$ cat src/hw/rtl/bzd_pkg.sv
// ----------------------------------------------------------------------------
// bzd_pkg
// Shared types and constants for the binary to zoned decimal text converter.
// ----------------------------------------------------------------------------
package bzd_pkg;

	// Input value width and the most decimal digits it can have
	localparam int VALUE_W     = 31;
	localparam int BCD_MAX     = 10;
	localparam int SHIFT_CNT_W = $clog2(VALUE_W);

	// Default digit window
	localparam int MAX_DIGITS_DEF = 10;

	// Stream widths
	localparam int IN_DATA_W  = 32;
	localparam int OUT_DATA_W = 16;

	// ASCII codes
	localparam logic [7:0] ZONE_CHAR = 8'd70;   // 'F'
	localparam logic [7:0] ZERO_CHAR = 8'd48;   // '0'
	localparam logic [7:0] NINE_CHAR = 8'd57;   // '9'
	localparam logic [7:0] NUL_CHAR  = 8'd0;

	// Sequencer states
	typedef enum logic [3:0] {
		ST_IDLE  = 4'b0001,
		ST_SHIFT = 4'b0010,
		ST_SCAN  = 4'b0100,
		ST_EMIT  = 4'b1000
	} bzd_state_t;

endpackage

$ cat src/hw/rtl/binary_to_zoned_decimal_text.sv
// ----------------------------------------------------------------------------
// binary_to_zoned_decimal_text
// Converts a 31-bit unsigned integer to zoned decimal text, one digit pair
// ('F' zone, ASCII digit) per output item, most significant digit first.
// ----------------------------------------------------------------------------
// Usage:
//   Slave stream (s_*) takes one value per item in s_tdata[30:0]; bit 31 is
//   ignored. Master stream (m_*) returns one item per decimal digit:
//   m_tdata[7:0] = zone 'F', m_tdata[15:8] = ASCII digit, m_tlast marks the
//   final digit of a value, m_tuser flags the single empty item of a zero
//   input (digit byte 0).
//   A value wider than MAX_DIGITS digits yields only its low MAX_DIGITS
//   digits, leading zeros in that window included.
//   Timing: after an item is accepted, a double-dabble unit runs one shift
//   a cycle over all 31 value bits, a scan state finds the leading digit,
//   then one digit item is issued per cycle unless the receiver stalls.
//   s_tready is high only while idle; the next value may be accepted while
//   the last digit item still waits in the output register.
//   When the receiver stalls, the output register holds its item and the
//   digit sequencer waits. Reset empties the output register and returns
//   the sequencer to idle; no other state survives between values.
// ----------------------------------------------------------------------------
module binary_to_zoned_decimal_text
	import bzd_pkg::*;
#(
	parameter int MAX_DIGITS = MAX_DIGITS_DEF
) (
	input  logic                  clk,
	input  logic                  arst_n,
	// slave stream
	input  logic                  s_tvalid,
	output logic                  s_tready,
	input  logic [IN_DATA_W-1:0]  s_tdata,   // [30:0] value, [31] zero pad
	// master stream
	output logic                  m_tvalid,
	input  logic                  m_tready,
	output logic [OUT_DATA_W-1:0] m_tdata,   // [7:0] zone_char, [15:8] digit_char
	output logic                  m_tlast,   // last_pair
	output logic                  m_tuser    // empty_result
);

	localparam int W     = (MAX_DIGITS < BCD_MAX) ? MAX_DIGITS : BCD_MAX;
	localparam int IDX_W = (W > 1) ? $clog2(W) : 1;
	localparam logic [SHIFT_CNT_W-1:0] LAST_SHIFT = SHIFT_CNT_W'(VALUE_W - 1);

	bzd_state_t              state_q;
	logic [VALUE_W-1:0]      bin_q;
	logic [W-1:0][3:0]       bcd_q;
	logic                    ovf_q;
	logic                    empty_q;
	logic [SHIFT_CNT_W-1:0]  cnt_q;
	logic [IDX_W-1:0]        idx_q;

	logic                    out_valid_q;
	logic [7:0]              zone_q;
	logic [7:0]              digit_q;
	logic                    last_q;
	logic                    user_q;

	logic                    in_acc;
	logic                    out_free;
	logic [W-1:0][3:0]       adj;
	logic [4*W-1:0]          adj_flat;
	logic [IDX_W-1:0]        lead_idx;

	assign s_tready = (state_q == ST_IDLE);
	assign in_acc   = s_tvalid && s_tready;
	assign out_free = !out_valid_q || m_tready;

	// add-3 correction on every BCD digit ahead of the shift
	always_comb begin
		for (int i = 0; i < W; i++) begin
			adj[i] = (bcd_q[i] >= 4'd5) ? (bcd_q[i] + 4'd3) : bcd_q[i];
		end
		adj_flat = adj;
	end

	// leading nonzero digit inside the window
	always_comb begin
		lead_idx = '0;
		for (int i = 0; i < W; i++) begin
			if (bcd_q[i] != 4'd0) begin
				lead_idx = IDX_W'(i);
			end
		end
	end

	// sequencer and conversion datapath
	always_ff @(posedge clk or negedge arst_n) begin
		if (!arst_n) begin
			state_q <= ST_IDLE;
			cnt_q   <= '0;
		end else begin
			case (state_q)
				ST_IDLE: begin
					if (in_acc) begin
						state_q <= ST_SHIFT;
						cnt_q   <= '0;
					end
				end
				ST_SHIFT: begin
					cnt_q <= cnt_q + 1'b1;
					if (cnt_q == LAST_SHIFT) begin
						state_q <= ST_SCAN;
					end
				end
				ST_SCAN: begin
					state_q <= ST_EMIT;
				end
				ST_EMIT: begin
					if (out_free && (idx_q == '0)) begin
						state_q <= ST_IDLE;
					end
				end
				default: begin
					state_q <= ST_IDLE;
				end
			endcase
		end
	end

	// payload registers of the converter
	always_ff @(posedge clk) begin
		case (state_q)
			ST_IDLE: begin
				if (in_acc) begin
					bin_q   <= s_tdata[VALUE_W-1:0];
					bcd_q   <= '0;
					ovf_q   <= 1'b0;
					empty_q <= (s_tdata[VALUE_W-1:0] == '0);
				end
			end
			ST_SHIFT: begin
				bcd_q <= {adj_flat[4*W-2:0], bin_q[VALUE_W-1]};
				bin_q <= {bin_q[VALUE_W-2:0], 1'b0};
				ovf_q <= ovf_q | adj_flat[4*W-1];
			end
			ST_SCAN: begin
				idx_q <= ovf_q ? IDX_W'(W - 1) : lead_idx;
			end
			ST_EMIT: begin
				if (out_free && (idx_q != '0)) begin
					idx_q <= idx_q - 1'b1;
				end
			end
			default: begin
			end
		endcase
	end

	// output register
	always_ff @(posedge clk or negedge arst_n) begin
		if (!arst_n) begin
			out_valid_q <= 1'b0;
		end else if ((state_q == ST_EMIT) && out_free) begin
			out_valid_q <= 1'b1;
		end else if (m_tready) begin
			out_valid_q <= 1'b0;
		end
	end

	always_ff @(posedge clk) begin
		if ((state_q == ST_EMIT) && out_free) begin
			zone_q  <= ZONE_CHAR;
			digit_q <= empty_q ? NUL_CHAR : (ZERO_CHAR + {4'd0, bcd_q[idx_q]});
			last_q  <= (idx_q == '0);
			user_q  <= empty_q;
		end
	end

	assign m_tvalid = out_valid_q;
	assign m_tdata  = {digit_q, zone_q};
	assign m_tlast  = last_q;
	assign m_tuser  = user_q;

	// checks
	a_busy_after_accept: assert property (@(posedge clk) disable iff (!arst_n)
		in_acc |=> !s_tready)
		else $error("converter ready right after taking an item");

	a_empty_is_last: assert property (@(posedge clk) disable iff (!arst_n)
		(m_tvalid && m_tuser) |-> m_tlast)
		else $error("empty item not marked last");

	a_zone_char: assert property (@(posedge clk) disable iff (!arst_n)
		m_tvalid |-> (m_tdata[7:0] == ZONE_CHAR))
		else $error("zone byte is not F");

	a_digit_range: assert property (@(posedge clk) disable iff (!arst_n)
		(m_tvalid && !m_tuser) |->
			((m_tdata[15:8] >= ZERO_CHAR) && (m_tdata[15:8] <= NINE_CHAR)))
		else $error("digit byte outside 0..9");

	a_emit_bound: assert property (@(posedge clk) disable iff (!arst_n)
		(state_q == ST_EMIT) |-> (idx_q <= IDX_W'(W - 1)))
		else $error("digit index beyond window");

endmodule

$ cat config.mk
export PLATFORM = sky130hd
export DESIGN_NAME = binary_to_zoned_decimal_text
export DESIGN_NICKNAME = d
export VERILOG_FILES = /design/src/hw/rtl/bzd_pkg.sv /design/src/hw/rtl/binary_to_zoned_decimal_text.sv
export SDC_FILE = /design/constraint.sdc
export NUM_CORES = 1
export LEC_CHECK = 0
export BUFFER_PORTS_ARGS = -buffer_cell sky130_fd_sc_hd__buf_2
export CORE_MARGIN = 4
export CORE_UTILIZATION = 55
export CTS_CLUSTER_SIZE = 14
export DETAILED_ROUTE_END_ITERATION = 12
export GPL_TIMING_DRIVEN = 0
export HOLD_SLACK_MARGIN = 0.02
export PLACE_DENSITY = 0.8
export SKIP_CTS_REPAIR_TIMING = 1
export SYNTH_ARGS = -nofsm -noshare
export SYNTH_HDL_FRONTEND = slang
export SYNTH_SLANG_ARGS = --single-unit
$ cat constraint.sdc
create_clock -name clk -period 3.5 [get_ports clk]
set_input_delay 0.7 -clock clk [delete_from_list [all_inputs] [get_ports clk]]
set_output_delay 0.7 -clock clk [all_outputs]
set_load 0.01 [all_outputs]
==> results.sh, run 1 <==
export IMPL_port_buffers=44
export IMPL_ys_top_cells_by_area="edfxtp_1, nand2_1, ha_1, dfrtp_1, mux4_2"
export IMPL_combinationalPowerShare_pct=34.7
export IMPL_grt_total_usage_pct=20.2
export IMPL_clk_pin_slew_ns=0.09
export IMPL_crit_arrival_ns=2.54
export IMPL_grt_max_degree=74
export IMPL_yosysUniqueCellTypes=41
export IMPL_grt_pass1_wl_um=17900
export IMPL_dp_hpwl_um=7700
export IMPL_yosysMostFrequentCell="nand2_1"
export IMPL_cts_root_buf="clkbuf_8"
export IMPL_p_sw_share_pct=38.2
export IMPL_dr_pass1_iters=5
export IMPL_synth_area_leader_cell="edfxtp_1"
export IMPL_dieArea_um2=11100
export IMPL_avgSynthCellArea_um2=10.5
export IMPL_synth_edff_count=84
export IMPL_io_pins=56
export IMPL_cts_buffer_depth=2
export IMPL_ir_drop_mv=0.466
export IMPL_first_global_vias=3779
export IMPL_leakagePower_nw=2.31
export IMPL_p_int_mw=2.58
export IMPL_cts_sinks=94
export IMPL_async_flop_share_pct=10.6
export IMPL_cts_buffers=9
export IMPL_fin_util_pct=62.5
export IMPL_gp_congestion=0.872
export IMPL_diodes=0
export IMPL_h_tree_depth=3
export IMPL_synth_area_um2=5200
export IMPL_critPathMaxFanout=10
export IMPL_n_fill_cell=734
export IMPL_min_path_type="in2async"
export IMPL_core_area_um2=9240
export IMPL_ys_warn_count=0
export IMPL_cp_required_ns=3.50
export IMPL_core_rowCount=35
export IMPL_period_minus_slack_ns=2.54
export IMPL_power_mw=4.17
export IMPL_p_clk_share_pct=15.4
export IMPL_status="complete, no violations"
export IMPL_overflow=0
export IMPL_finalWirelength_um=10600
export IMPL_synthFlopType="edfxtp_1"
export IMPL_crit_start="idx_q[0]"
export IMPL_maxSlewHeadroom_pct=39.8
export IMPL_fin_skew_ns=0.0125
export IMPL_p_sw_mw=1.60
export IMPL_power_density_nw_per_um2=722
export IMPL_synth_top_cell_area_share_pct=48.5
export IMPL_die_h_um=105
export IMPL_viasPerCell=5.54
export IMPL_insertion_delay_ns=0.37
export IMPL_synth_cells=497
export IMPL_via_count=3846
export IMPL_antenna_found_initial=0
export IMPL_post_drt_wl_per_cell_um=15.3
export IMPL_finalHoldViolations=0
export IMPL_cts_tree="yes"
export IMPL_hold_ws_ns=0.179
export IMPL_cp_end_kind="flip-flop"
export IMPL_fp_dieW_um=105
export IMPL_worst_pin_slew_ns=0.903
export IMPL_synth_common_cells="nand2_1, edfxtp_1, nor2_1"
export IMPL_drt_iter0_markers=242
export IMPL_rsz0062_at_grt="false"
export IMPL_fin_crit_sh_pct=72.6
export IMPL_ys_seq_area_share_pct=53.4
export IMPL_drive_gt1_share_pct=15.8
export IMPL_clock_fmax_mhz=394
export IMPL_worstReg2RegStart="idx_q[0]"
export IMPL_setup_viol=0
export IMPL_initial_core_util_pct=56.3
export IMPL_drv_slew=0
export IMPL_crit_type="reg2reg"
export IMPL_fin_nets=620
export IMPL_cp_start_kind="flip-flop"
export IMPL_synth_seq_cells=94
export IMPL_drc=0
export IMPL_ant_nets=0
export IMPL_drv_cap=0
export IMPL_power_frac_seq_pct=49.9
export IMPL_syn_to_final_growth_pct=11.2
-- final timing paths --
path,endpoint,slack [ns],depth (start not counted)
max in group asynchronous,state_q[0],3.07,1
worst max-delay path,idx_q[0],0.96,7
worst min-delay path,m_tvalid,0.18,1
worst min register to register,bin_q[20],0.51,2
min in group clk,bin_q[20],0.51,2
worst max register to register,idx_q[0],0.96,7
-- per-stage QoR --
step / setup slack, ns / std cells / TNS [ns] / area [µm²]
2_1_floorplan: 0.285 / 505 / 0 / 5230
3_3_place_gp: -0.198 / 678 / -14.05 / 5610
3_5_place_dp: 0.954 / 678 / 0 / 5610
4_1_cts: 0.951 / 694 / 0 / 5780
5_1_grt: 0.815 / 694 / 0 / 5780
6_report: 0.960 / 694 / 0 / 5780
-- layer usage --
metal  GRT usage (%)  share of wire, %  up-vias
met5               0                 0        -
met4            7.03               2.0        0
met3            4.23               6.0       22
met2            33.1                49      132
met1            26.8                43     1841
li1                -                 -     1851
-- registers in the layout, indices dropped and copies added, names as in the netlist --
register  count
ovf_q         1
m_tuser       1
empty_q       1
digit_q       5
bcd_q        40
m_tvalid      1
bin_q        31
idx_q         4
state_q       4
cnt_q         5
m_tlast       1
-- worst max-delay path, cell delays in order, from the launching register on --
cell and delay, ns:
edfxtp_1 0.35, buf_2 0.19, buf_2 0.32, inv_1 0.11, ha_1 0.25, or3b_2 0.23, nand3_1 0.07, a211oi_1 0.65
-- cell families (layout without fill, tap and decap cells) --
logic type,after synthesis,count (layout),share of synthesized area [%]
mux,12,12,4.31
compound gates,68,68,7.92
other cells,2,10,0.144
flops,94,94,53.4
xor+xnor,23,23,3.87
fa+ha+maj,24,24,5.78
simple gates,220,220,19.8
buf+inv,54,114,4.84
-- cell usage in the layout, fill, tap and decap left out, types with 10 or more instances in the layout --
cell | Yosys | final
xor2_1 | 12 | 12
buf_4 | 11 | 11
a21oi_1 | 22 | 22
nor2_1 | 30 | 30
edfxtp_1 | 84 | 84
nor3_1 | 13 | 13
clkbuf_1 | 10 | 12
nand2_1 | 117 | 117
conb_1 | 2 | 10
a211oi_1 | 13 | 13
nor2b_1 | 12 | 12
inv_1 | 27 | 26
o21ai_0 | 20 | 20
buf_2 | 6 | 50
xnor2_1 | 11 | 11
nand2b_1 | 11 | 11
ha_1 | 24 | 24
-- cell type report --
class                      count  area [µm²]  area share, %
tap                          129         161           2.79
timing repair buffer          44         220           3.81
clock inverter                 5        35.0          0.606
buffer                        27         150           2.60
inverter                      27         104           1.80
clock buffer                  11         131           2.27
sequential                    94        2770           48.0
multi-input combinational    357        2200           38.1
-- power groups by stage --
stage | registers, mW | clock network [mW] | logic (mW)
after global placement | 2.10 | 0 | 1.36
after CTS | 2.07 | 0.653 | 1.46
final | 2.08 | 0.643 | 1.45
after detailed placement | 2.09 | 0 | 1.44
after global routing | 2.13 | 0.705 | 1.65
after floorplan | 2.00 | 0 | 1.12
Note: power is estimated with default switching activity, not from simulation.
==> run 2, diff against run 1 <==
==> constraint.sdc (replaced) <==
create_clock -name clk -period 2.4 [get_ports clk]
set_input_delay 0.48 -clock clk [delete_from_list [all_inputs] [get_ports clk]]
set_output_delay 0.48 -clock clk [all_outputs]
set_load 0.01 [all_outputs]
==> run 2 against run 1 <==
  * Combinational power rose by 52%
  * Worst setup slack got worse by 0.86 ns
  * Non-clock buffer count rose by 2
  * Critical path type unchanged
  * Critical endpoint is now idx_q[1]
==> results.sh, run 2 (synthesis gave the netlist of run 1 again) <==
export IMPL_status="complete, no violations"
export IMPL_fin_nets=624
export IMPL_cts_buffer_depth=2
export IMPL_die_h_um=105
export IMPL_power_density_nw_per_um2=1070
export IMPL_critPathMaxFanout=4
export IMPL_hold_ws_ns=0.387
export IMPL_io_pins=56
export IMPL_drt_iter0_markers=265
export IMPL_dr_pass1_iters=5
export IMPL_cts_root_buf="clkbuf_8"
export IMPL_min_path_type="in2reg"
export IMPL_drv_cap=0
export IMPL_dp_cells=679
export IMPL_fin_crit_sh_pct=95.8
export IMPL_finalWirelength_um=10900
export IMPL_cts_tree="yes"
export IMPL_ant_nets=0
export IMPL_dp_hpwl_um=7780
export IMPL_drive_gt1_share_pct=17.2
export IMPL_syn_to_final_growth_pct=13.3
export IMPL_drv_slew=0
export IMPL_setup_viol=0
export IMPL_viasPerCell=5.53
export IMPL_grt_max_degree=42
export IMPL_grt_pass1_wl_um=17600
export IMPL_via_count=3859
export IMPL_crit_type="reg2reg"
export IMPL_maxSlewHeadroom_pct=51.0
export IMPL_period_minus_slack_ns=2.30
export IMPL_cp_required_ns=2.51
export IMPL_clock_fmax_mhz=435
export IMPL_fin_skew_ns=0.00967
export IMPL_drc=0
export IMPL_top_regs="bcd_q (40), bin_q (31)"
export IMPL_h_tree_depth=3
export IMPL_port_buffers=44
export IMPL_largest_reg_flops=40
export IMPL_dieArea_um2=11100
export IMPL_crit_arrival_ns=2.41
export IMPL_insertion_delay_ns=0.37
export IMPL_fp_dieW_um=105
export IMPL_most_common_layout_cells="nand2_1, edfxtp_1, buf_2"
export IMPL_antenna_found_initial=0
export IMPL_worst_pin_slew_ns=0.734
export IMPL_clk_pin_slew_ns=0.09
export IMPL_cp_start_kind="flip-flop"
export IMPL_largest_register="bcd_q"
export IMPL_rsz0062_at_grt="false"
export IMPL_cp_end_kind="flip-flop"
export IMPL_overflow=0
export IMPL_initial_core_util_pct=56.3
export IMPL_gp_congestion=0.841
export IMPL_final_common_cell="nand2_1"
export IMPL_cts_sinks=94
export IMPL_first_global_vias=3636
export IMPL_core_area_um2=9240
export IMPL_diodes=0
export IMPL_grt_total_usage_pct=20.0
export IMPL_cts_buffers=9
export IMPL_core_rowCount=35
export IMPL_post_drt_wl_per_cell_um=15.6
export IMPL_finalHoldViolations=0
export IMPL_power_mw=6.29
export IMPL_instances_no_fill=698
export IMPL_n_fill_cell=735
export IMPL_leakagePower_nw=2.35
export IMPL_ir_drop_mv=0.466
-- run 2: cell count changes in the layout (fill, tap and decap cells not counted), sizes merged --
| cell | change |
|---|---|
| clkinvlp | +2 |
| buf | +1 |
| dlygate4sd3 | +1 |
-- run 2: worst paths after layout --
| path | start | depth (start not counted) | slack [ns] | to |
|---|---|---|---|---|
| worst max-delay path | bcd_q[24] | 6 | 0.10 | idx_q[1] |
| worst min-delay path | s_tdata[3] | 3 | 0.39 | bin_q[3] |
| worst max register to register | bcd_q[24] | 6 | 0.10 | idx_q[1] |
| worst min register to register | bin_q[18] | 2 | 0.52 | bin_q[19] |
| max in group asynchronous | arst_n | 2 | 1.67 | state_q[0] |
| min in group asynchronous | arst_n | 2 | 0.48 | state_q[2] |
-- run 2: layout make-up --
type | instances | area, µm² | share of cell area [%]
multi-input combinational | 357 | 2230 | 38.0
timing repair buffer | 46 | 250 | 4.25
inverter | 27 | 105 | 1.78
buffer | 27 | 150 | 2.55
sequential | 94 | 2770 | 47.1
timing repair inverter | 2 | 12.5 | 0.212
clock buffer | 11 | 163 | 2.76
clock inverter | 5 | 37.5 | 0.637
tap | 129 | 161 | 2.74
-- run 2: worst max-delay path: stages (launching register included) --
cell and delay, ns:
edfxtp_1 0.46, inv_1 0.13, ha_1 0.22, or3b_1 0.42, or4b_4 0.55, a41oi_2 0.19
o22ai_1 0.09
-- run 2: per-layer routing --
layer,track usage [%],up-vias,share of wire [%]
met3,3.06,17,6.6
met2,32.8,140,49
met5,0,-,0
met1,27.1,1851,42
met4,7.31,0,1.9
li1,-,1851,-
-- run 2: metrics by stage --
step / TNS, ns / setup WS (ns) / cell area [µm²] / utilization (%)
finish: 0 / 0.101 / 5890 / 63.7
floorplan: 0 / 0.112 / 5240 / -
CTS: -6.21 / -0.185 / 5840 / 63.2
global placement: -33.64 / -0.466 / 5620 / 60.9
global route: 0 / 0.0253 / 5890 / 63.7
detailed placement: -5.33 / -0.155 / 5640 / 61.1
-- run 2: report_power, final --
group	switching, mW	internal [mW]
clock network	0.578	0.473
registers	0.472	2.56
logic	1.35	0.859
total	2.40	3.90
